<file path="config.mk">
export PLATFORM = sky130hd
export DESIGN_NAME = joystick_velocity_command_shaper
export DESIGN_NICKNAME = d
export VERILOG_FILES = /design/src/sv/jvcs_pkg.sv /design/src/sv/joystick_velocity_command_shaper.sv /design/src/sv/jvcs_cfg.sv /design/src/sv/jvcs_mac.sv
export SDC_FILE = /design/constraint.sdc
export NUM_CORES = 1
export LEC_CHECK = 0
export ABC_AREA = 1
export BUFFER_PORTS_ARGS = -buffer_cell sky130_fd_sc_hd__buf_2
export CAP_MARGIN = 20
export CORE_MARGIN = 2
export CORE_UTILIZATION = 40
export DETAILED_ROUTE_END_ITERATION = 6
export HOLD_SLACK_MARGIN = 0.06
export PLACE_DENSITY = 0.66
export SYNTH_ARGS = -nofsm -noshare
export SYNTH_HDL_FRONTEND = slang
export SYNTH_SLANG_ARGS = --single-unit
</file>
<file path="constraint.sdc">
create_clock -name clk_i -period 9.48 [get_ports clk_i]
set_input_delay 0.474 -clock clk_i [delete_from_list [all_inputs] [get_ports clk_i]]
set_output_delay 0.474 -clock clk_i [all_outputs]
set_load 0.03 [all_outputs]
</file>
<file path="src/sv/jvcs_pkg.sv">
// Shared types, register indexes and helper functions of the joystick command shaper.
package jvcs_pkg;

  localparam int unsigned AxisW = 16;
  localparam int unsigned MulW  = 18;
  localparam int unsigned AccW  = 37;

  typedef enum logic [2:0] {
    REG_VX_FAST = 3'd0,
    REG_VX_SLOW = 3'd1,
    REG_VY      = 3'd2,
    REG_YAW     = 3'd3,
    REG_SMOOTH  = 3'd4,
    REG_DZ      = 3'd5
  } reg_idx_e;

  localparam logic [14:0] DeadZoneRst = 15'd3277;

  typedef enum logic [1:0] {
    AX_FWD  = 2'd0,
    AX_SIDE = 2'd1,
    AX_TURN = 2'd2
  } axis_e;

  typedef struct packed {
    logic [31:0] vx_fast;
    logic [31:0] vx_slow;
    logic [31:0] vy;
    logic [31:0] yaw;
    logic [15:0] smooth;
    logic [14:0] dead_zone;
  } cfg_t;

  // control of the shared multiply-accumulate unit
  typedef struct packed {
    logic en;
    logic accum;
  } mac_ctl_t;

  // |stick| <= dead zone, with |-1.0| taken as 32768
  function automatic logic centred(logic signed [AxisW-1:0] s, logic [14:0] dz);
    logic [16:0] m;
    m = s[15] ? (17'd0 - {s[15], s}) : {1'b0, s};
    return m <= {2'b00, dz};
  endfunction

  function automatic logic signed [AxisW-1:0] sat16(logic signed [20:0] v);
    logic signed [AxisW-1:0] r;
    if (v > 21'sd32767) begin
      r = 16'sh7fff;
    end else if (v < -21'sd32768) begin
      r = 16'sh8000;
    end else begin
      r = v[15:0];
    end
    return r;
  endfunction

endpackage

</file>
<file path="src/sv/joystick_velocity_command_shaper.sv">
// Top level: sequencer of the joystick dead-zone, scaling and smoothing shaper.
//
// Input stream: s_axis_tdata carries the forward, side and turn sticks (Q1.15),
// s_axis_tuser the high-speed flag. Output stream: m_axis_tdata carries the
// smoothed vx, vy and yaw commands (Q3.12), m_axis_tuser the armed flag.
// Limits, smoothing and dead zone come in through the cfg_* write port.
// Each axis takes three passes through one shared multiplier: stick times
// limit, request times (1 - s), previous command times s. An armed request
// therefore steps through ST_REQ, ST_BLEND and ST_PREV for each axis and then
// ST_FIN; while not armed the block answers with zero commands from ST_ZERO.
// A new request is taken only once the last result is in the output register.
// The block takes a request only in its idle state. A finished result sits in
// the output register; the next request is processed while it waits, and the
// sequencer holds its last step until the register is free.
// Reset clears the armed flag and the previous commands, drops any pending
// result and sets the dead zone to 3277 and all other config registers to zero.
module joystick_velocity_command_shaper (
  input  logic        clk_i,
  input  logic        rst_ni,
  input  logic        s_axis_tvalid,
  output logic        s_axis_tready,
  input  logic [47:0] s_axis_tdata,   // stick_forward, stick_side, stick_turn
  input  logic [0:0]  s_axis_tuser,   // high_speed
  output logic        m_axis_tvalid,
  input  logic        m_axis_tready,
  output logic [47:0] m_axis_tdata,   // cmd_vx, cmd_vy, cmd_yaw
  output logic [0:0]  m_axis_tuser,   // is_armed
  input  logic        cfg_we_i,
  input  logic [2:0]  cfg_idx_i,
  input  logic [31:0] cfg_data_i
);
  import jvcs_pkg::*;

  typedef enum logic [5:0] {
    ST_IDLE  = 6'b000001,
    ST_REQ   = 6'b000010,
    ST_BLEND = 6'b000100,
    ST_PREV  = 6'b001000,
    ST_FIN   = 6'b010000,
    ST_ZERO  = 6'b100000
  } state_e;

  cfg_t     cfg;
  mac_ctl_t mac_ctl;
  logic signed [MulW-1:0] mac_a, mac_b;
  logic signed [AccW-1:0] acc;

  state_e state_q, state_d;
  logic [1:0] ax_q, ax_d;
  logic armed_q, armed_d;
  logic signed [AxisW-1:0] prev_q [3];
  logic signed [AxisW-1:0] stick_q [3];
  logic hs_q;

  logic m_valid_q, m_valid_d;
  logic [47:0] m_data_q, m_data_d;
  logic m_user_q, m_user_d;

  logic in_fire, out_free;
  logic signed [AxisW-1:0] stick_sel, prev_sel, wb_val;
  logic [31:0] range_sel;
  logic [15:0] mag_sel;
  logic signed [16:0] req;
  logic [16:0] one_minus_s;
  logic wb_en;
  logic [1:0] wb_idx;

  jvcs_cfg u_cfg (
    .clk_i     (clk_i),
    .rst_ni    (rst_ni),
    .cfg_we_i  (cfg_we_i),
    .cfg_idx_i (cfg_idx_i),
    .cfg_data_i(cfg_data_i),
    .cfg_o     (cfg)
  );

  jvcs_mac u_mac (
    .clk_i(clk_i),
    .ctl_i(mac_ctl),
    .a_i  (mac_a),
    .b_i  (mac_b),
    .acc_o(acc)
  );

  assign s_axis_tready = (state_q == ST_IDLE);
  assign in_fire       = s_axis_tvalid && s_axis_tready;
  assign out_free      = !m_valid_q || m_axis_tready;

  always_comb begin
    case (ax_q)
      AX_FWD:  range_sel = hs_q ? cfg.vx_fast : cfg.vx_slow;
      AX_SIDE: range_sel = cfg.vy;
      default: range_sel = cfg.yaw;
    endcase
  end

  assign stick_sel   = stick_q[ax_q];
  assign prev_sel    = prev_q[ax_q];
  assign mag_sel     = stick_sel[15] ? range_sel[15:0] : range_sel[31:16];
  // request = stick * mag >>> 15, zero inside the dead zone
  assign req         = centred(stick_sel, cfg.dead_zone) ? 17'sd0 : acc[31:15];
  assign one_minus_s = 17'h10000 - {1'b0, cfg.smooth};
  assign wb_val      = sat16(acc[36:16]);

  always_comb begin
    mac_ctl = '0;
    mac_a   = '0;
    mac_b   = '0;
    case (state_q)
      ST_REQ: begin
        mac_ctl.en = 1'b1;
        mac_a      = MulW'(stick_sel);
        mac_b      = {2'b00, mag_sel};
      end
      ST_BLEND: begin
        mac_ctl.en = 1'b1;
        mac_a      = MulW'(req);
        mac_b      = {1'b0, one_minus_s};
      end
      ST_PREV: begin
        mac_ctl.en    = 1'b1;
        mac_ctl.accum = 1'b1;
        mac_a         = MulW'(prev_sel);
        mac_b         = {2'b00, cfg.smooth};
      end
      default: begin
        mac_ctl = '0;
      end
    endcase
  end

  // write back the finished axis while the next one starts
  assign wb_en  = ((state_q == ST_REQ) && (ax_q != AX_FWD)) ||
                  ((state_q == ST_FIN) && out_free);
  assign wb_idx = (state_q == ST_FIN) ? AX_TURN : ax_q - 2'd1;

  always_comb begin
    state_d   = state_q;
    ax_d      = ax_q;
    armed_d   = armed_q;
    m_valid_d = m_valid_q && !m_axis_tready;
    m_data_d  = m_data_q;
    m_user_d  = m_user_q;
    case (state_q)
      ST_IDLE: begin
        if (in_fire) begin
          ax_d = AX_FWD;
          if (armed_q) begin
            state_d = ST_REQ;
          end else begin
            armed_d = centred(s_axis_tdata[15:0], cfg.dead_zone) &&
                      centred(s_axis_tdata[31:16], cfg.dead_zone) &&
                      centred(s_axis_tdata[47:32], cfg.dead_zone);
            state_d = ST_ZERO;
          end
        end
      end
      ST_REQ:   state_d = ST_BLEND;
      ST_BLEND: state_d = ST_PREV;
      ST_PREV: begin
        if (ax_q == AX_TURN) begin
          state_d = ST_FIN;
        end else begin
          ax_d    = ax_q + 2'd1;
          state_d = ST_REQ;
        end
      end
      ST_FIN: begin
        if (out_free) begin
          m_valid_d = 1'b1;
          m_data_d  = {wb_val, prev_q[1], prev_q[0]};
          m_user_d  = 1'b1;
          state_d   = ST_IDLE;
        end
      end
      ST_ZERO: begin
        if (out_free) begin
          m_valid_d = 1'b1;
          m_data_d  = '0;
          m_user_d  = armed_q;
          state_d   = ST_IDLE;
        end
      end
      default: state_d = ST_IDLE;
    endcase
  end

  always_ff @(posedge clk_i or negedge rst_ni) begin
    if (!rst_ni) begin
      state_q   <= ST_IDLE;
      ax_q      <= AX_FWD;
      armed_q   <= 1'b0;
      m_valid_q <= 1'b0;
      prev_q[0] <= '0;
      prev_q[1] <= '0;
      prev_q[2] <= '0;
    end else begin
      state_q   <= state_d;
      ax_q      <= ax_d;
      armed_q   <= armed_d;
      m_valid_q <= m_valid_d;
      if (in_fire && !armed_q) begin
        prev_q[0] <= '0;
        prev_q[1] <= '0;
        prev_q[2] <= '0;
      end else if (wb_en) begin
        prev_q[wb_idx] <= wb_val;
      end
    end
  end

  always_ff @(posedge clk_i) begin
    if (in_fire) begin
      stick_q[0] <= s_axis_tdata[15:0];
      stick_q[1] <= s_axis_tdata[31:16];
      stick_q[2] <= s_axis_tdata[47:32];
      hs_q       <= s_axis_tuser[0];
    end
    m_data_q <= m_data_d;
    m_user_q <= m_user_d;
  end

  assign m_axis_tvalid = m_valid_q;
  assign m_axis_tdata  = m_data_q;
  assign m_axis_tuser  = m_user_q;

endmodule

</file>
<file path="src/sv/jvcs_cfg.sv">
// Configuration register file of the joystick command shaper.
module jvcs_cfg (
  input  logic                clk_i,
  input  logic                rst_ni,
  input  logic                cfg_we_i,
  input  logic [2:0]          cfg_idx_i,
  input  logic [31:0]         cfg_data_i,
  output jvcs_pkg::cfg_t      cfg_o
);
  import jvcs_pkg::*;

  cfg_t cfg_q, cfg_d;

  always_comb begin
    cfg_d = cfg_q;
    if (cfg_we_i) begin
      case (cfg_idx_i)
        REG_VX_FAST: cfg_d.vx_fast   = cfg_data_i;
        REG_VX_SLOW: cfg_d.vx_slow   = cfg_data_i;
        REG_VY:      cfg_d.vy        = cfg_data_i;
        REG_YAW:     cfg_d.yaw       = cfg_data_i;
        REG_SMOOTH:  cfg_d.smooth    = cfg_data_i[15:0];
        REG_DZ:      cfg_d.dead_zone = cfg_data_i[14:0];
        default:     cfg_d = cfg_q;
      endcase
    end
  end

  always_ff @(posedge clk_i or negedge rst_ni) begin
    if (!rst_ni) begin
      cfg_q <= '{vx_fast: '0, vx_slow: '0, vy: '0, yaw: '0, smooth: '0,
                 dead_zone: DeadZoneRst};
    end else begin
      cfg_q <= cfg_d;
    end
  end

  assign cfg_o = cfg_q;

endmodule

</file>
<file path="src/sv/jvcs_mac.sv">
// Shared 18x18 signed multiplier with a registered accumulator.
module jvcs_mac (
  input  logic                                clk_i,
  input  jvcs_pkg::mac_ctl_t                  ctl_i,
  input  logic signed [jvcs_pkg::MulW-1:0]    a_i,
  input  logic signed [jvcs_pkg::MulW-1:0]    b_i,
  output logic signed [jvcs_pkg::AccW-1:0]    acc_o
);
  import jvcs_pkg::*;

  logic signed [2*MulW-1:0] prod;
  logic signed [AccW-1:0]   acc_q, acc_d;

  assign prod  = a_i * b_i;
  assign acc_d = (ctl_i.accum ? acc_q : '0) + AccW'(prod);

  always_ff @(posedge clk_i) begin
    if (ctl_i.en) begin
      acc_q <= acc_d;
    end
  end

  assign acc_o = acc_q;

endmodule
</file>
* After elaboration in Yosys (flattened, before gate mapping) *
Memory sizes are Yosys's and may differ from the RTL's.
Index checks and enable logic that the tools add are counted.

word-level totals
  memory bits (writable) = 48
  input bits = 89
  output and inout bits = 51
  register bits = 304
  logic and storage cells = 130
  memories kept = 1

memory list
  name     words  bits a word  read ports  clocked after Yosys merged registers in  write ports  RTL line                                text
  stick_q  3      16           1           0                                        3            joystick_velocity_command_shaper.sv:52  logic signed [AxisW-1:0] stick_q [3];

cells by class
  mux-type cells = 43
  multiply operators = 1
  reduce and logical (&&, ||, !) cells = 31
  add/sub/neg operators = 8
  bitwise gates (word level) = 2
  order comparisons = 9
  equal/unequal tests = 18

operators by type and width
  kind                                                  count
  two-way mux 48 bit                                    4
  two-way mux 16 bit                                    6
  case mux 48 bit (2 select lines)                      1
  two-way mux 17 bit                                    5
  less-or-equal comparator 17 x 15 -> 1 bit             4
  subtractor 1 x 16 -> 17 bit, first input constant     4
  case mux 32 bit (2 select lines)                      1
  case mux 18 bit (3 select lines)                      1
  case mux 17 bit (3 select lines)                      1
  bitwise mux 48 bit                                    1
  adder 37 bit                                          1
  two-way mux 37 bit                                    1
  multiplier 18 x 18 -> 36 bit                          1
  binary-select mux 16 bit (select 2 bit)               1
  demux 16 bit (select 2 bit)                           1
  two-way mux 32 bit                                    1
  case mux 6 bit (5 select lines)                       1
  > comparator 21 x 16 -> 1 bit, second input constant  1
  < comparator 21 x 16 -> 1 bit, second input constant  1
  two-way mux 6 bit                                     3
  subtractor 17 x 16 -> 17 bit, first input constant    1
  AND reduction 2 bit                                   8
  two-way mux 1 bit                                     9
  logical AND 1 bit                                     8
  other kinds (30)                                      46

* Longest topological paths before layout *
  word-level depth = 10
  depth in mapped cells = 64

* Hierarchy *
A second synthesis with hierarchy kept.

unflattened totals
  cell total of the unflattened synthesis = 4389
  area, all modules = 34195.3 um2

by module, submodules not included
  module                            seq. area each (um2)  times used  cells each  area each (um2)
  jvcs_mac                          1111.1                1           2251        16767.3
  joystick_velocity_command_shaper  4395.5                1           1440        11229.5
  jvcs_cfg                          3987.6                1           698         6198.4

* Worst setup path after synthesis *
Ideal clock, no wire load.

  path kind = reg2reg
  from = register ax_q[0]
  to = register u_mac.acc_q[32] (netlist: u_mac.acc_o[32]), data pin
  path slack = 0.058 ns
  period minus slack after synthesis = 9.422 ns
  data arrival time = 9.170 ns
  path buffers = 3
  cell stages (with the launch flop) = 57
  cells stage by stage = dfrtp_1 buf_4 inv_2 buf_4 nor2_1 nor2_1 nand2_1 o21ai_1 inv_1 ha_1 nand3_1 nor2_1 nand2_1 o21ai_0 xnor2_1 inv_1 ha_1 nand2_1 [21 not listed] inv_1 ha_1 nand2_1 nor2_1 inv_1 nor2_1 nand4_1 nand4_1 nand2_1 ha_1 inv_1 o21ai_0 or2_2 o21bai_1 a21oi_1 nand2_1 nand2_1 nand2_1

between the ends
  cells in the longest elaborated chain, start to end = 8
  elaborated cells on any way between the ends = 17
  classes of those cells = 2 x add/sub; 1 x mul; 1 x order compare; 1 x eq/ne; 9 x mux; 1 x bitwise; 1 x reduce/logical; 1 x memory

ends and longest elaborated chain
  what                                       RTL line                                 text
  start: declaration                         joystick_velocity_command_shaper.sv:49   logic [1:0] ax_q, ax_d;
  start signal: assignment                   joystick_velocity_command_shaper.sv:191  ax_q <= AX_FWD;
  start signal: assignment                   joystick_velocity_command_shaper.sv:199  ax_q <= ax_d;
  memory read (3 x 16 bit)                   --
  subtractor 1 x 16 -> 17 bit                jvcs_pkg.sv:43                           m = s[15] ? (17'd0 - {s[15], s}) : {1'b0, s};
  two-way mux 17 bit                         jvcs_pkg.sv:43
  less-or-equal comparator 17 x 15 -> 1 bit  jvcs_pkg.sv:44                           return m <= {2'b00, dz};
  two-way mux 17 bit                         joystick_velocity_command_shaper.sv:101  assign req = centred(stick_sel, cfg.dead_zone) ? 17'sd0 : acc[31:15];
  case mux 18 bit (3 select lines)           joystick_velocity_command_shaper.sv:109  case (state_q)
  multiplier 18 x 18 -> 36 bit (*)           jvcs_mac.sv:14                           assign prod = a_i * b_i;
  adder 37 bit (*)                           jvcs_mac.sv:15                           assign acc_d = (ctl_i.accum ? acc_q : '0) + AccW'(prod);
  net u_mac.acc_d[32]                        jvcs_mac.sv:12                           logic signed [AccW-1:0] acc_q, acc_d;
  end signal: assignment                     jvcs_mac.sv:19                           acc_q <= acc_d;
  end: declaration                           jvcs_mac.sv:12

The timed path passes the listed nets; every way through them passes the cells marked *. The select of a mux whose other input is x is not followed.
A chain may end at the register's enable or synchronous reset.

* Worst setup path after layout *
  from = register ax_q[0]
  to = register u_mac.acc_q[33] (netlist: u_mac.acc_o[33]), data pin

Same word-level chain as after synthesis.

==> results.cfg <==
[timing]
finalCriticalPeriod_ps = 9590
whs_ps = 90.8
fin_crit_sh = 1.01
slew_headroom = 0.367
rsz0062_at_grt = true
report.final.slew_viol_count = 0
tightest_slew_ps = 949
final_hold_viol_count = 0
finalSetupViolations = 7
final.setup_skew_ps = 36.1
fmax_ghz = 0.104
setup_ws_ps = -111

[critical_path]
crit_type = register to register
timing.rr.end = u_mac.acc_o[33]$_DFFE_PP_
crit_fanout = 11
r2r_cells = 52
critPathMostFrequentCell = nand2_2
end_kind = register
slowest_stage = fa_1
arrival_ps = 9900
r2r_start = ax_q[0]$_DFFE_PN0P_
cp-start-kind = register
critPathTopFamily = adder cells
crit_path_max_incr_delay_ps = 560
crit_buf_inv = 14
regToRegSetupSlack_ps = -110
required_ps = 9790

[synth]
ys_async_sr_fraction = 0.616
synth_area_mm2 = 0.0321
synthesis.nets = 4529
synth_top_family_by_area = adder cells
post_synth_xor_area_fraction = 0.0300
ys_seq_elements = 352
synth_compound_area_frac = 0.133
synth_flop_cell = dfrtp_1
avgSynthCellArea_um2 = 8.14
yosysSeqAreaShare = 0.296
yosysWarnings = 0
synth_adder_area_share = 0.264
synth.area.mux_share = 0
synth-edff-count = 135
synthSimpleGateAreaFrac = 0.176
yosysUniqueCellTypes = 54
syn_inst = 3944

[worst_hold_path]
holdPathEnd = stick_q[2][1]$_DFFE_PP_
hold_start = s_axis_tdata[33]
hold_path_depth = 1
min_path_type = primary input to register

[floorplanning]
rows = 103
dieWidth_um = 287
ioPinCount = 140
core_mm2 = 0.0793
dieHeight_um = 287
fp.dieArea_mm2 = 0.0825
start_util = 0.405

[drt]
ant_nets = 0
viasPerCell = 5.21
drcViolationCount = 0
vias = 28900
drt_wl_total_um = 102000
wl_per_cell_um = 18.4
drtPass1Iterations = 6
drt_iter0_markers = 2672

[layout]
drive_gt1_frac = 0.253
layout_commonest_cell = nand2_1
nets = 5047
final_cell_mix = 703 x nand2_1, 673 x inv_1, 394 x buf_4, 296 x o21ai_0, 288 x nor2_1
fillers = 7252
area.growth.synth_to_final_pct = 27.0

[cts]
clk_pin_slew_ps = 60
htreeDepth = 2
root_buffer = clkbuf_16
clock_sinks = 352
clk_latency_ps = 590
clockBufferDepth = 3
cts_tree = yes
cts-buffers-inserted = 41

[power]
p_leak_nw = 19.9
peakVddDrop_mv = 0.148
p_per_area_mw_per_mm2 = 219

[global_routing]
antenna_found_initial = 0
grt_pass1_wl_um = 158000
grt_usage = 0.243
grt_pass1_vias = 28100
overflow = 0
grt_start_max_net_pins = 83

[placement]
gp_congestion = 0.974
dpl.hpwl_um = 77800
port_buffers = 139
dp_slack_ps = -642

[status]
failed_checks = negative setup slack
outcome = complete, but fails checks

[job]
drv_cap = 0
-- stage by stage --
step           total power, mW   util  cells  area (µm²)  setup TNS [ps]
2_1_floorplan             4.56      -   3944       32100               0
3_3_place_gp              6.23  0.459   5374       36400           -3350
3_5_place_dp              6.29  0.459   5375       36400           -4880
4_1_cts                   8.16  0.485   5474       38400           -22.2
5_1_grt                   9.50  0.514   5543       40800           -6840
6_report                  8.93  0.514   5545       40800            -402
-- worst max path at each step --
stage / from / end / cells after the start
finish: ax_q[0]$_DFFE_PN0P_ / u_mac.acc_o[33]$_DFFE_PP_ / 52
global route: ax_q[0]$_DFFE_PN0P_ / u_mac.acc_o[33]$_DFFE_PP_ / 52
CTS: ax_q[0]$_DFFE_PN0P_ / u_mac.acc_o[36]$_DFFE_PP_ / 56
detailed placement: ax_q[0]$_DFFE_PN0P_ / u_mac.acc_o[36]$_DFFE_PP_ / 57
global placement: ax_q[0]$_DFFE_PN0P_ / u_mac.acc_o[36]$_DFFE_PP_ / 57
floorplan: ax_q[0]$_DFFE_PN0P_ / u_mac.acc_o[32]$_DFFE_PP_ / 56
-- worst register-to-register path: cells and delay by family, from the launching register on --
family	cells	cell delay, ps
adder cells (fa/ha/maj)	9	3800
AND/OR/NAND/NOR	20	1970
buffers and inverters	14	1630
AO/OA/AOI/OAI	6	910
XOR/XNOR	3	580
flip-flops	1	420
-- Yosys cell counts, drive strengths merged (2+ instances only) --
master	instances	share of area
nor3	27	0.0044
clkbuf	70	0.0082
or2	6	0.0012
o22ai	50	0.0097
dfstp	8	0.0065
xor2	78	0.021
o2111ai	3	0.00082
nor4	7	0.0014
nand3b	5	0.0012
nand4	26	0.0053
o211ai	5	0.0012
xnor2	32	0.0087
a211oi	3	0.00070
o21bai	13	0.0030
fa	301	0.19
a21oi	273	0.044
o31ai	4	0.00094
a21boi	3	0.00070
and2	2	0.00039
nand2	835	0.10
inv	729	0.085
nor2	355	0.042
a31oi	17	0.0033
nand3	108	0.017
a32oi	3	0.00082
a22oi	22	0.0051
a21o	11	0.0026
buf	42	0.0076
clkinv	2	0.00023
o21a	8	0.0019
edfxtp	135	0.13
ha	195	0.076
dfrtp	209	0.16
o21ai	354	0.057
-- logic make-up after synthesis --
group	Yosys count
AOI/OAI and AO/OA	772
and+or+nand+nor	1371
DFF	352
xor gates and xnor gates	110
buffers and inverters	843
adders and majority gates	496
-- report_power, final --
part	switching, mW	internal (mW)
clock	0.701	0.916
combinational	3.13	2.06
sequential	0.143	1.98
-- routing by layer --
metal	GRT usage	routed length [µm]	vias up	share of wire
met5	0	0	-	0
met2	0.399	48000	1053	0.47
met4	0.0680	2820	0	0.028
met3	0.0302	7330	158	0.072
met1	0.339	43700	14100	0.43
li1	-	-	13600	-
-- state kept, by name, summed over array words and instances (netlist names) --
register and cells:
m_axis_tuser 1, u_cfg.cfg_o 159, state_q 6, m_axis_tdata 48, ax_q 2, u_mac.acc_o 37
hs_q 1, prev_q 48, armed_q 1, m_axis_tvalid 1, stick_q 48
-- what timing repair did --
item	in CTS	in global routing
pin swaps	54	220
hold buffers	6	0
endpoints found under the setup margin	22	26
buffers inserted	18	66
resized for setup	118	464
gates cloned	1	1
hold endpoints to repair	81	0
-- area by class of cell --
class / count / area [µm²] / area share
clock inverter: 25 / 280 / 0.00687
antenna: 2 / 5.00 / 0.000123
timing repair buffer: 586 / 4340 / 0.106
sequential: 352 / 9490 / 0.233
tap: 1050 / 1310 / 0.0322
inverter: 731 / 2760 / 0.0677
multi-input combinational: 2750 / 21500 / 0.527
clock buffer: 49 / 1090 / 0.0266
Note: power is estimated with default switching activity, not from simulation.
